File: config.mk
export PLATFORM = sky130hd
export DESIGN_NAME = typec_source_attach_detect_top
export DESIGN_NICKNAME = d
export VERILOG_FILES = /design/src/rtl/core/tcsad_pkg.sv /design/src/rtl/core/tcsad_classify.sv /design/src/rtl/core/tcsad_core.sv /design/src/rtl/core/typec_source_attach_detect_top.sv
export SDC_FILE = /design/constraint.sdc
export NUM_CORES = 1
export LEC_CHECK = 0
export BUFFER_PORTS_ARGS = -buffer_cell sky130_fd_sc_hd__buf_2
export CAP_MARGIN = 20
export CORE_ASPECT_RATIO = 0.9
export CORE_MARGIN = 2
export CORE_UTILIZATION = 55
export CTS_CLUSTER_DIAMETER = 30
export DETAILED_ROUTE_END_ITERATION = 16
export PLACE_DENSITY = 0.87
export SYNTH_ARGS = -nofsm -noshare
export SYNTH_HDL_FRONTEND = slang
export SYNTH_SLANG_ARGS = --single-unit
File: constraint.sdc
create_clock -name clock -period 5.5 [get_ports clock]
set_input_delay 0.275 -clock clock [delete_from_list [all_inputs] [get_ports clock]]
set_output_delay 0.275 -clock clock [all_outputs]
set_load 0.03 [all_outputs]
File: src/rtl/core/tcsad_pkg.sv
// Package for the Type-C source attach detector.
// Holds CC class codes, register index codes and the structs shared by the core and the top level.
// No dependencies.
package tcsad_pkg;

   localparam logic [2:0] CLS_NONE = 3'b000;
   localparam logic [2:0] CLS_RA   = 3'b001;
   localparam logic [2:0] CLS_RD   = 3'b010;
   localparam logic [2:0] CLS_OPEN = 3'b100;

   localparam int CLS_RA_BIT   = 0;
   localparam int CLS_RD_BIT   = 1;
   localparam int CLS_OPEN_BIT = 2;

   localparam int CSR_INDEX_WIDTH = 3;
   localparam int CSR_DATA_WIDTH  = 16;
   localparam int COUNT_WIDTH     = 16;

   localparam logic [CSR_INDEX_WIDTH-1:0] CSR_THRESHOLD_HIGH    = 3'd0;
   localparam logic [CSR_INDEX_WIDTH-1:0] CSR_THRESHOLD_LOW     = 3'd1;
   localparam logic [CSR_INDEX_WIDTH-1:0] CSR_CC_DEBOUNCE       = 3'd2;
   localparam logic [CSR_INDEX_WIDTH-1:0] CSR_PD_DEBOUNCE       = 3'd3;
   localparam logic [CSR_INDEX_WIDTH-1:0] CSR_SLEEP_DELAY       = 3'd4;
   localparam logic [CSR_INDEX_WIDTH-1:0] CSR_SLEEP_ENABLE      = 3'd5;
   localparam logic [CSR_INDEX_WIDTH-1:0] CSR_ATTACHED_CC_SENSE = 3'd6;

   localparam logic [COUNT_WIDTH-1:0] CC_DEBOUNCE_RESET = 16'd150;
   localparam logic [COUNT_WIDTH-1:0] PD_DEBOUNCE_RESET = 16'd15;
   localparam logic [COUNT_WIDTH-1:0] SLEEP_DELAY_RESET = 16'd1000;

   localparam logic OP_TICK = 1'b0;

   typedef struct packed {
      logic [7:0]             threshold_high;
      logic [7:0]             threshold_low;
      logic [COUNT_WIDTH-1:0] cc_debounce_ticks;
      logic [COUNT_WIDTH-1:0] pd_debounce_ticks;
      logic [COUNT_WIDTH-1:0] sleep_delay_ticks;
      logic                   sleep_enable;
      logic                   attached_cc_sense;
   } cfg_type;

   typedef struct packed {
      logic       op;
      logic [7:0] cc1_level;
      logic [7:0] cc2_level;
      logic       error_recovery;
   } item_type;

   typedef struct packed {
      logic       is_attached;
      logic       is_flipped;
      logic       ra_seen;
      logic       is_sleeping;
      logic [2:0] cc1_class;
      logic [2:0] cc2_class;
      logic       attach_event;
      logic       detach_event;
      logic       sleep_event;
      logic       wake_event;
   } result_type;

endpackage

File: src/rtl/core/tcsad_classify.sv
// CC level classifier: sorts one sampled level into a one-hot Ra / Rd / open class.
// Depends on tcsad_pkg for the class codes.
module tcsad_classify
   import tcsad_pkg::*;
(
   input  logic [7:0] level,
   input  logic [7:0] threshold_high,
   input  logic [7:0] threshold_low,
   output logic [2:0] cc_class
);

   always_comb begin
      if (level >= threshold_high) begin
         cc_class = CLS_OPEN;
      end else if (level >= threshold_low) begin
         cc_class = CLS_RD;
      end else begin
         cc_class = CLS_RA;
      end
   end

endmodule

File: src/rtl/core/tcsad_core.sv
// Attach / detach state and single-pass update for one transaction.
// Depends on tcsad_pkg and tcsad_classify.
module tcsad_core
   import tcsad_pkg::*;
(
   input  logic       clock,
   input  logic       reset,
   input  logic       advance,
   input  item_type   item,
   input  cfg_type    cfg,
   output result_type result
);

   logic [2:0]             cc1_status_ff, cc1_status_in;
   logic [2:0]             cc2_status_ff, cc2_status_in;
   logic                   attached_ff, attached_in;
   logic                   sleeping_ff, sleeping_in;
   logic                   debouncing_ff, debouncing_in;
   logic                   ra_flag_ff, ra_flag_in;
   logic                   flipped_ff, flipped_in;
   logic [COUNT_WIDTH-1:0] countdown_ff, countdown_in;

   logic [2:0]             cls1, cls2;
   logic                   changed, one_rd, tick, err;
   logic [COUNT_WIDTH-1:0] count_loaded, count_dec;
   logic                   debounce_loaded;
   logic [2:0]             active;
   logic                   ev_att, ev_det, ev_slp, ev_wake;

   tcsad_classify u_cls1 (
      .level          (item.cc1_level),
      .threshold_high (cfg.threshold_high),
      .threshold_low  (cfg.threshold_low),
      .cc_class       (cls1)
   );

   tcsad_classify u_cls2 (
      .level          (item.cc2_level),
      .threshold_high (cfg.threshold_high),
      .threshold_low  (cfg.threshold_low),
      .cc_class       (cls2)
   );

   always_comb begin
      tick = (item.op == OP_TICK);
      err  = item.error_recovery;

      cc1_status_in = cls1;
      cc2_status_in = cls2;
      if (attached_ff) begin
         if (flipped_ff) begin
            cc1_status_in = cc1_status_ff;
            cc2_status_in = cfg.attached_cc_sense ? cls2 : CLS_RD;
         end else begin
            cc1_status_in = cfg.attached_cc_sense ? cls1 : CLS_RD;
            cc2_status_in = cc2_status_ff;
         end
      end

      changed = (cc1_status_in != cc1_status_ff) || (cc2_status_in != cc2_status_ff);
      one_rd  = cc1_status_in[CLS_RD_BIT] ^ cc2_status_in[CLS_RD_BIT];
      ev_wake = changed && sleeping_ff && one_rd;
      sleeping_in = sleeping_ff && !ev_wake;

      // restart debounce on a class change while awake
      count_loaded    = countdown_ff;
      debounce_loaded = debouncing_ff;
      if (changed && !sleeping_in) begin
         if (attached_ff) begin
            count_loaded = cfg.pd_debounce_ticks;
         end else begin
            count_loaded    = cfg.cc_debounce_ticks;
            debounce_loaded = 1'b1;
         end
      end

      count_dec     = count_loaded - COUNT_WIDTH'(1);
      countdown_in  = count_loaded;
      debouncing_in = debounce_loaded;
      attached_in   = attached_ff;
      ra_flag_in    = ra_flag_ff;
      flipped_in    = flipped_ff;
      active        = flipped_ff ? cc2_status_in : cc1_status_in;
      ev_att        = 1'b0;
      ev_det        = 1'b0;
      ev_slp        = 1'b0;

      if (tick && (count_loaded != '0)) begin
         countdown_in = count_dec;
         if (count_dec == '0) begin
            if (attached_ff) begin
               if (active[CLS_OPEN_BIT] || err) begin
                  attached_in = 1'b0;
                  ra_flag_in  = 1'b0;
                  ev_det      = 1'b1;
                  if (cfg.sleep_enable && !err) begin
                     countdown_in = cfg.sleep_delay_ticks;
                  end
               end
            end else if (debounce_loaded) begin
               debouncing_in = 1'b0;
               if (one_rd) begin
                  attached_in = 1'b1;
                  ra_flag_in  = cc1_status_in[CLS_RA_BIT] | cc2_status_in[CLS_RA_BIT];
                  flipped_in  = !cc1_status_in[CLS_RD_BIT];
                  ev_att      = 1'b1;
               end else if (cfg.sleep_enable && !err) begin
                  countdown_in = cfg.sleep_delay_ticks;
               end
            end else begin
               sleeping_in = 1'b1;
               ev_slp      = 1'b1;
            end
         end
      end

      result.is_attached  = attached_in;
      result.is_flipped   = flipped_in;
      result.ra_seen      = ra_flag_in;
      result.is_sleeping  = sleeping_in;
      result.cc1_class    = cc1_status_in;
      result.cc2_class    = cc2_status_in;
      result.attach_event = ev_att;
      result.detach_event = ev_det;
      result.sleep_event  = ev_slp;
      result.wake_event   = ev_wake;
   end

   always_ff @(posedge clock) begin
      if (reset) begin
         cc1_status_ff <= CLS_NONE;
         cc2_status_ff <= CLS_NONE;
         attached_ff   <= 1'b0;
         sleeping_ff   <= 1'b0;
         debouncing_ff <= 1'b0;
         ra_flag_ff    <= 1'b0;
         flipped_ff    <= 1'b0;
         countdown_ff  <= '0;
      end else if (advance) begin
         cc1_status_ff <= cc1_status_in;
         cc2_status_ff <= cc2_status_in;
         attached_ff   <= attached_in;
         sleeping_ff   <= sleeping_in;
         debouncing_ff <= debouncing_in;
         ra_flag_ff    <= ra_flag_in;
         flipped_ff    <= flipped_in;
         countdown_ff  <= countdown_in;
      end
   end

endmodule

File: src/rtl/core/typec_source_attach_detect_top.sv
// Top level of the Type-C source CC attach / detach detector.
// Depends on tcsad_pkg and tcsad_core.
//
// Usage:
//   req_ channel: one transaction per millisecond tick (op 0) or sleep-mode
//   sample (op 1), carrying both CC levels and the error recovery flag.
//   rsp_ channel: one transaction per request with the attach, flip, Ra and
//   sleep status, both one-hot CC classes and the event flags of that request.
//   csr_ port: write enable, register index and data; the write is registered.
//   Write registers only while no transaction is in flight.
// Path: an accepted request is held in the input register; the update, one
//   combinational pass from the input register and the detector state, writes
//   its result into the response register.
// Throughput: one transaction per cycle while rsp_ready does not stall it.
// Reset: clears the detector state (no class, detached, awake, countdown idle)
//   and loads register defaults: thresholds 0, debounce 150 / 15, sleep delay
//   1000, sleep disabled, attached CC sensing on.
// Stall: while rsp_ready is low the response holds; one more request is taken
//   into the input register, then req_ready drops until the response leaves.
module typec_source_attach_detect_top
   import tcsad_pkg::*;
(
   input  logic                       clock,
   input  logic                       reset,
   input  logic                       req_valid,
   output logic                       req_ready,
   input  logic                       req_op,
   input  logic [7:0]                 req_cc1_level,
   input  logic [7:0]                 req_cc2_level,
   input  logic                       req_error_recovery,
   output logic                       rsp_valid,
   input  logic                       rsp_ready,
   output logic                       rsp_is_attached,
   output logic                       rsp_is_flipped,
   output logic                       rsp_ra_seen,
   output logic                       rsp_is_sleeping,
   output logic [2:0]                 rsp_cc1_class,
   output logic [2:0]                 rsp_cc2_class,
   output logic                       rsp_attach_event,
   output logic                       rsp_detach_event,
   output logic                       rsp_sleep_event,
   output logic                       rsp_wake_event,
   input  logic                       csr_write_enable,
   input  logic [CSR_INDEX_WIDTH-1:0] csr_index,
   input  logic [CSR_DATA_WIDTH-1:0]  csr_write_data
);

   cfg_type    cfg_ff, cfg_in;
   item_type   item_ff;
   logic       item_valid_ff;
   result_type result, result_ff;
   logic       rsp_valid_ff;
   logic       advance;

   always_comb begin
      cfg_in = cfg_ff;
      if (csr_write_enable) begin
         unique case (csr_index)
            CSR_THRESHOLD_HIGH:    cfg_in.threshold_high    = csr_write_data[7:0];
            CSR_THRESHOLD_LOW:     cfg_in.threshold_low     = csr_write_data[7:0];
            CSR_CC_DEBOUNCE:       cfg_in.cc_debounce_ticks = csr_write_data;
            CSR_PD_DEBOUNCE:       cfg_in.pd_debounce_ticks = csr_write_data;
            CSR_SLEEP_DELAY:       cfg_in.sleep_delay_ticks = csr_write_data;
            CSR_SLEEP_ENABLE:      cfg_in.sleep_enable      = csr_write_data[0];
            CSR_ATTACHED_CC_SENSE: cfg_in.attached_cc_sense = csr_write_data[0];
            default:               cfg_in = cfg_ff;
         endcase
      end
   end

   always_ff @(posedge clock) begin
      if (reset) begin
         cfg_ff.threshold_high    <= '0;
         cfg_ff.threshold_low     <= '0;
         cfg_ff.cc_debounce_ticks <= CC_DEBOUNCE_RESET;
         cfg_ff.pd_debounce_ticks <= PD_DEBOUNCE_RESET;
         cfg_ff.sleep_delay_ticks <= SLEEP_DELAY_RESET;
         cfg_ff.sleep_enable      <= 1'b0;
         cfg_ff.attached_cc_sense <= 1'b1;
      end else begin
         cfg_ff <= cfg_in;
      end
   end

   assign advance   = item_valid_ff && (!rsp_valid_ff || rsp_ready);
   assign req_ready = !item_valid_ff || advance;

   always_ff @(posedge clock) begin
      if (reset) begin
         item_valid_ff <= 1'b0;
         rsp_valid_ff  <= 1'b0;
      end else begin
         if (req_ready) begin
            item_valid_ff <= req_valid;
         end
         if (advance) begin
            rsp_valid_ff <= 1'b1;
         end else if (rsp_ready) begin
            rsp_valid_ff <= 1'b0;
         end
      end
   end

   always_ff @(posedge clock) begin
      if (req_valid && req_ready) begin
         item_ff.op             <= req_op;
         item_ff.cc1_level      <= req_cc1_level;
         item_ff.cc2_level      <= req_cc2_level;
         item_ff.error_recovery <= req_error_recovery;
      end
      if (advance) begin
         result_ff <= result;
      end
   end

   tcsad_core u_core (
      .clock   (clock),
      .reset   (reset),
      .advance (advance),
      .item    (item_ff),
      .cfg     (cfg_ff),
      .result  (result)
   );

   assign rsp_valid        = rsp_valid_ff;
   assign rsp_is_attached  = result_ff.is_attached;
   assign rsp_is_flipped   = result_ff.is_flipped;
   assign rsp_ra_seen      = result_ff.ra_seen;
   assign rsp_is_sleeping  = result_ff.is_sleeping;
   assign rsp_cc1_class    = result_ff.cc1_class;
   assign rsp_cc2_class    = result_ff.cc2_class;
   assign rsp_attach_event = result_ff.attach_event;
   assign rsp_detach_event = result_ff.detach_event;
   assign rsp_sleep_event  = result_ff.sleep_event;
   assign rsp_wake_event   = result_ff.wake_event;

   a_class_onehot: assert property (@(posedge clock) disable iff (reset)
      rsp_valid |-> ($onehot(rsp_cc1_class) && $onehot(rsp_cc2_class)))
      else $error("response CC class is not one-hot");

   a_attach_state: assert property (@(posedge clock) disable iff (reset)
      (rsp_valid && rsp_attach_event) |-> (rsp_is_attached && !rsp_detach_event))
      else $error("attach event without attached status");

   a_sleep_state: assert property (@(posedge clock) disable iff (reset)
      (rsp_valid && rsp_sleep_event) |-> (rsp_is_sleeping && !rsp_is_attached))
      else $error("sleep event while attached or awake");

   a_wake_state: assert property (@(posedge clock) disable iff (reset)
      (rsp_valid && rsp_wake_event) |-> !rsp_is_sleeping)
      else $error("wake event while still sleeping");

   a_in_flight: assert property (@(posedge clock) disable iff (reset)
      (item_valid_ff && !advance) |=> item_valid_ff)
      else $error("held transaction lost from input register");

endmodule

-- Word level (Yosys, flattened, before mapping)
Index checks and enable logic that the tools add are counted.
- logic and storage cells: 130
- output and inout bits: 16
- flip-flop bits (word level): 127
- input port bits: 42
- bitwise gates (word level): 5
- equality and inequality tests: 8
- add/subtract/negate cells: 1
- $lt $le $gt $ge: 4
- reductions and logical operators: 31
- muxes and demuxes: 50
- operators by type and width (operator ; number):
    2-to-1 mux 16 bit ; 9
    >= comparator 8 bit ; 4
    2-to-1 mux 1 bit ; 30
    2-to-1 mux 3 bit ; 9
    logical NOT 16 bit ; 1
    nonzero test 16 bit ; 1
    subtractor 16 x 1 -> 16 bit (second input constant) ; 1
    AND reduction 2 bit ; 7
    equality test 3 bit (second input constant) ; 3
    logical AND 1 bit ; 8
    equality test 3 x 2 -> 1 bit (second input constant) ; 2
    logical NOT 1 bit ; 6
    != test 3 bit ; 2
    logical OR 1 bit ; 4
    2-to-1 mux 2 bit ; 2
    equality test 3 x 1 -> 1 bit (second input constant) ; 1
    logical NOT 3 bit ; 1
    NOT 1 bit ; 3
    AND reduction 3 bit ; 1
    OR reduction 3 bit ; 1
    nonzero test 2 bit ; 1
    bitwise OR 1 bit ; 1
    XOR 1 bit ; 1

-- Logic depth before layout (Yosys ltp)
- depth in word-level cells: 22
- mapped depth: 25
- depth with buffers taken out: 22

-- Hierarchy
A second synthesis with hierarchy kept.
- cells, all modules: 882
- area, all modules: 7915.1 um^2
- modules (own cells, without submodules) (module ; area each (um^2) ; times used ; cells an instance ; seq. area each (um^2)):
    typec_source_attach_detect_top ; 3743.6 ; 1 ; 296 ; 2322.2
    tcsad_core ; 3373.2 ; 1 ; 478 ; 540.5
    tcsad_classify ; 399.1 ; 2 ; 54 ; 0.0

-- Worst setup path after synthesis
OpenSTA, ideal clock, no wires.
- kind: flip-flop to flip-flop
- start: register item_ff[1] (netlist name)
- end: register result_ff (netlist bit rsp_is_flipped) (data pin)
- setup slack: -0.210 ns
- clock period less this slack: 5.710 ns
- path buffers: 2
- stages on the path, launching flop included: 25
- arrival: 5.454 ns
- cell sequence: edfxtp_1 > inv_1 > ha_1 > nand2b_1 > a2111o_1 > a31o_1 > o31ai_2 > a21oi_1 > or4_4 > o22ai_4 > clkbuf_1 > nor2_1 > a21oi_1 > ha_1 > clkbuf_1 > inv_1 > or2_2 > nor2_1 > xnor2_1 > nand3_1 > nor4_1 > mux2i_1 > nand2b_4 > or3_1 > a22o_1
- RTL lines (element ; line ; RTL):
    start, declared ; typec_source_attach_detect_top.sv:49 ; item_type item_ff;
    end signal, assigned ; typec_source_attach_detect_top.sv:112 ; result_ff <= result;
    end, declared ; typec_source_attach_detect_top.sv:51 ; result_type result, result_ff;

==> metrics.md <==
| Metric | Value |
|---|---|
| Status | `finished clean` |
| Setup CP Type | `reg2reg` |
| Post-synth top area share | `26.9%` |
| # DRC | `0` |
| Clock skew | `0.00813 ns` |
| Placed cells | `1040` |
| Die Area | `13800 sq um` |
| Final Slew Violations | `0` |
| Number of global-route vias before repair | `6059` |
| Final HPWL DP | `12.8 mm` |
| Largest cells by area after synthesis | `dfxtp_1, edfxtp_1, nand2_1` |
| Syn. warnings | `0` |
| Initial core utilization | `56.0%` |
| CTS buffer count | `17` |
| Fin crit period | `5.33 ns` |
| Total Routing Usage GR | `27.9%` |
| Synthesized flop and latch total | `127` |
| Largest area contributor in the netlist | `dfxtp_1` |
| CTS H-tree lvls | `4` |
| Worst-Skew Late Latency | `0.43 ns` |
| CP required | `5.67 ns` |
| Mapped Area | `7070 sq um` |
| Post-synthesis sequential area ratio | `40.5%` |
| CP startpoint kind | `flip-flop` |
| DR vias/cell | `6.18` |
| Synth unique cells | `73` |
| Height of the die | `112 um` |
| Via count | `6634` |
| Share of cells above drive strength 1 | `16.1%` |
| CP Capture Type | `flip-flop` |
| Largest net degree at the start of global routing | `72` |
| Pre-antenna DRT Iters | `10` |
| Routed WL per cell | `17.4 um` |
| CTS Buffer Depth | `2` |
| Clock sinks | `127` |
| First-pass GRT wire length | `30.2 mm` |
| Final setup viols | `0` |
| Final std cells w/o fill | `1073` |
| Post-CTS Hold Buffers | `0` |
| Peak Freq | `188 MHz` |
| Die width | `124 um` |
| Final Hold Fails | `0` |
| Synthesized instance count | `841` |
| RSZ-0062 raised after global routing | `true` |
| Prevailing post-synth register cell | `dfxtp_1` |
| Total congestion overflow | `0` |
| PD cells | `291 nW/um^2` |
| Cell row count | `39` |
| Net count, final | `974` |
| CTS tree | `built` |
| Critical Path Fanout Max | `7` |
| Post-synth ARST share | `0%` |
| CORE AREA | `12600 sq um` |
| ANT cells | `0` |
| Syn Area/Cell | `8.41 sq um` |
| Final worst-path cycle share | `96.8%` |
| P&R area growth vs syn | `15.7%` |
| Max VDD drop | `0.241 mV` |
| Hold Path Class | `in2reg` |
| Max_slew headroom | `38.7%` |
| RePlAce Congestion | `1.00` |
| Pleak | `3.16 nW` |
| Final core occ | `64.7%` |
| CTS clock-pin slew for the worst setup and hold paths | `0.06 ns` |
| Initial antenna violation count | `0` |
| Post-route ant nets | `0` |
| Clock root cell | `clkbuf_16` |
| Total wire length | `18.7 mm` |
| Initial drt markers | `751` |
| MaxCap Viol Count | `0` |
| Synth Net Count | `918` |
| Slew @ Worst Pin | `0.918 ns` |
| IO Count | `58` |
| Data arrival, critical path | `5.50 ns` |
| PortBufs | `57` |
| Number of enable flip-flop cells after synthesis | `32` |
==> routing by layer <==
| layer | routed length (um) | GRT usage [%] |
|---|---|---|
| met5 | 0 | 0 |
| met4 | 546 | 10.8 |
| met3 | 1680 | 5.38 |
| met2 | 8260 | 41.1 |
| met1 | 8230 | 40.4 |
==> stage by stage <==
stage	hold slack, ns	worst slack (ns)	instance area [sq um]	total power [W]	TNS, ns
after floorplan	0.374	0.00702	7080	0.00126	0
after global placement	0.438	0.155	7530	0.00134	0
after detailed placement	0.447	-0.0174	7530	0.00135	-0.0174
after CTS	0.0170	0.0271	8080	0.00236	0
after global routing	0.0165	-0.0694	8180	0.00246	-0.150
final	0.0212	0.175	8180	0.00238	0
==> cells in the mapped netlist (10+ instances only) <==
master,instances
dfxtp_1,95
nand2b_1,10
a21oi_1,85
a211oi_1,15
xnor2_1,11
nor2_1,56
clkbuf_1,33
edfxtp_1,32
mux2i_1,22
nor3_1,29
a31oi_1,12
o21ai_0,18
ha_1,35
xor2_1,12
nand2_1,177
nand3_1,26
inv_1,32
==> critical path, stage by stage, from the launching register on <==
cell      delay (ns)
edfxtp_1        0.39
inv_1           0.11
ha_1            0.24
nand2b_1        0.16
a2111o_1        0.44
a31o_1          0.26
or4_1           0.39
o21ai_1         0.14
nor4_1          0.10
a21oi_1         0.26
mux2_4          0.35
inv_2           0.10
ha_4            0.17
inv_1           0.11
or2_2           0.36
nor2_2          0.14
xnor2_1         0.13
nand3_1         0.08
nor4_1          0.17
mux2i_1         0.14
nand2b_4        0.20
or3_4           0.40
a22o_1          0.24
==> placed cells by master (no fill, tap or decap), types with 9 or more instances in the layout <==
| cell type | instances |
|---|---|
| a211oi_1 | 15 |
| a21oi_1 | 84 |
| a31oi_1 | 12 |
| and2_1 | 9 |
| buf_2 | 57 |
| buf_4 | 18 |
| clkbuf_16 | 17 |
| dfxtp_1 | 95 |
| edfxtp_1 | 32 |
| ha_1 | 34 |
| inv_1 | 31 |
| mux2i_1 | 22 |
| nand2_1 | 177 |
| nand2b_1 | 10 |
| nand3_1 | 26 |
| nor2_1 | 55 |
| nor3_1 | 28 |
| o21ai_0 | 18 |
| xnor2_1 | 11 |
| xor2_1 | 12 |
==> power breakdown <==
part	internal [W]	total, W	leakage [nW]	switching (W)
Combinational	0.000123	0.000324	1.82	0.000201
Sequential	0.000997	0.00103	1.08	0.0000325
Clock	0.000607	0.00102	0.262	0.000417
Total	0.00173	0.00238	3.16	0.000650
==> cell type report <==
class | instances | area, sq um
tap | 164 | 205
inverter | 33 | 124
clock inverter | 9 | 61.3
fill | 967 | 4460
sequential | 127 | 2860
clock buffer | 22 | 474
multi-input combinational | 642 | 4020
timing repair buffer | 76 | 432
==> state kept, by name, indices dropped and copies added, names as in the netlist, 3 cells and up <==
name,cells
cfg_ff,66
u_core.cc1_status_ff,3
item_ff,18
rsp_cc2_class,3
u_core.countdown_ff,16
rsp_cc1_class,3
u_core.cc2_status_ff,3
==> cells by family (layout without fill, tap and decap cells) <==
| family | after synthesis | in the layout | synth area share [%] |
|---|---|---|---|
| compound gates | 195 | 195 | 18.6 |
| buf+inv | 72 | 140 | 4.00 |
| flops | 127 | 127 | 40.5 |
| simple gates | 357 | 357 | 23.2 |
| xor+xnor | 24 | 24 | 3.08 |
| mux | 31 | 31 | 4.55 |
| fa+ha+maj | 35 | 35 | 6.19 |
==> what timing repair did <==
| item | in CTS | in global routing |
|---|---|---|
| buffers inserted | 0 | 2 |
| endpoints found under the setup margin | 1 | 23 |
| pin swaps | 0 | 3 |
| resized for setup | 2 | 15 |
| gates cloned | 0 | 0 |
==> final timing paths <==
check,startpoint,cells past startpoint,endpoint,slack [ns]
max reg2reg,item_ff[1],22,rsp_is_flipped,0.17
min,req_cc2_level[6],1,item_ff[7],0.02
min reg2reg,cfg_ff[45],2,cfg_ff[45],0.45
max,item_ff[1],22,rsp_is_flipped,0.17
Note: power is estimated with default switching activity, not from simulation.
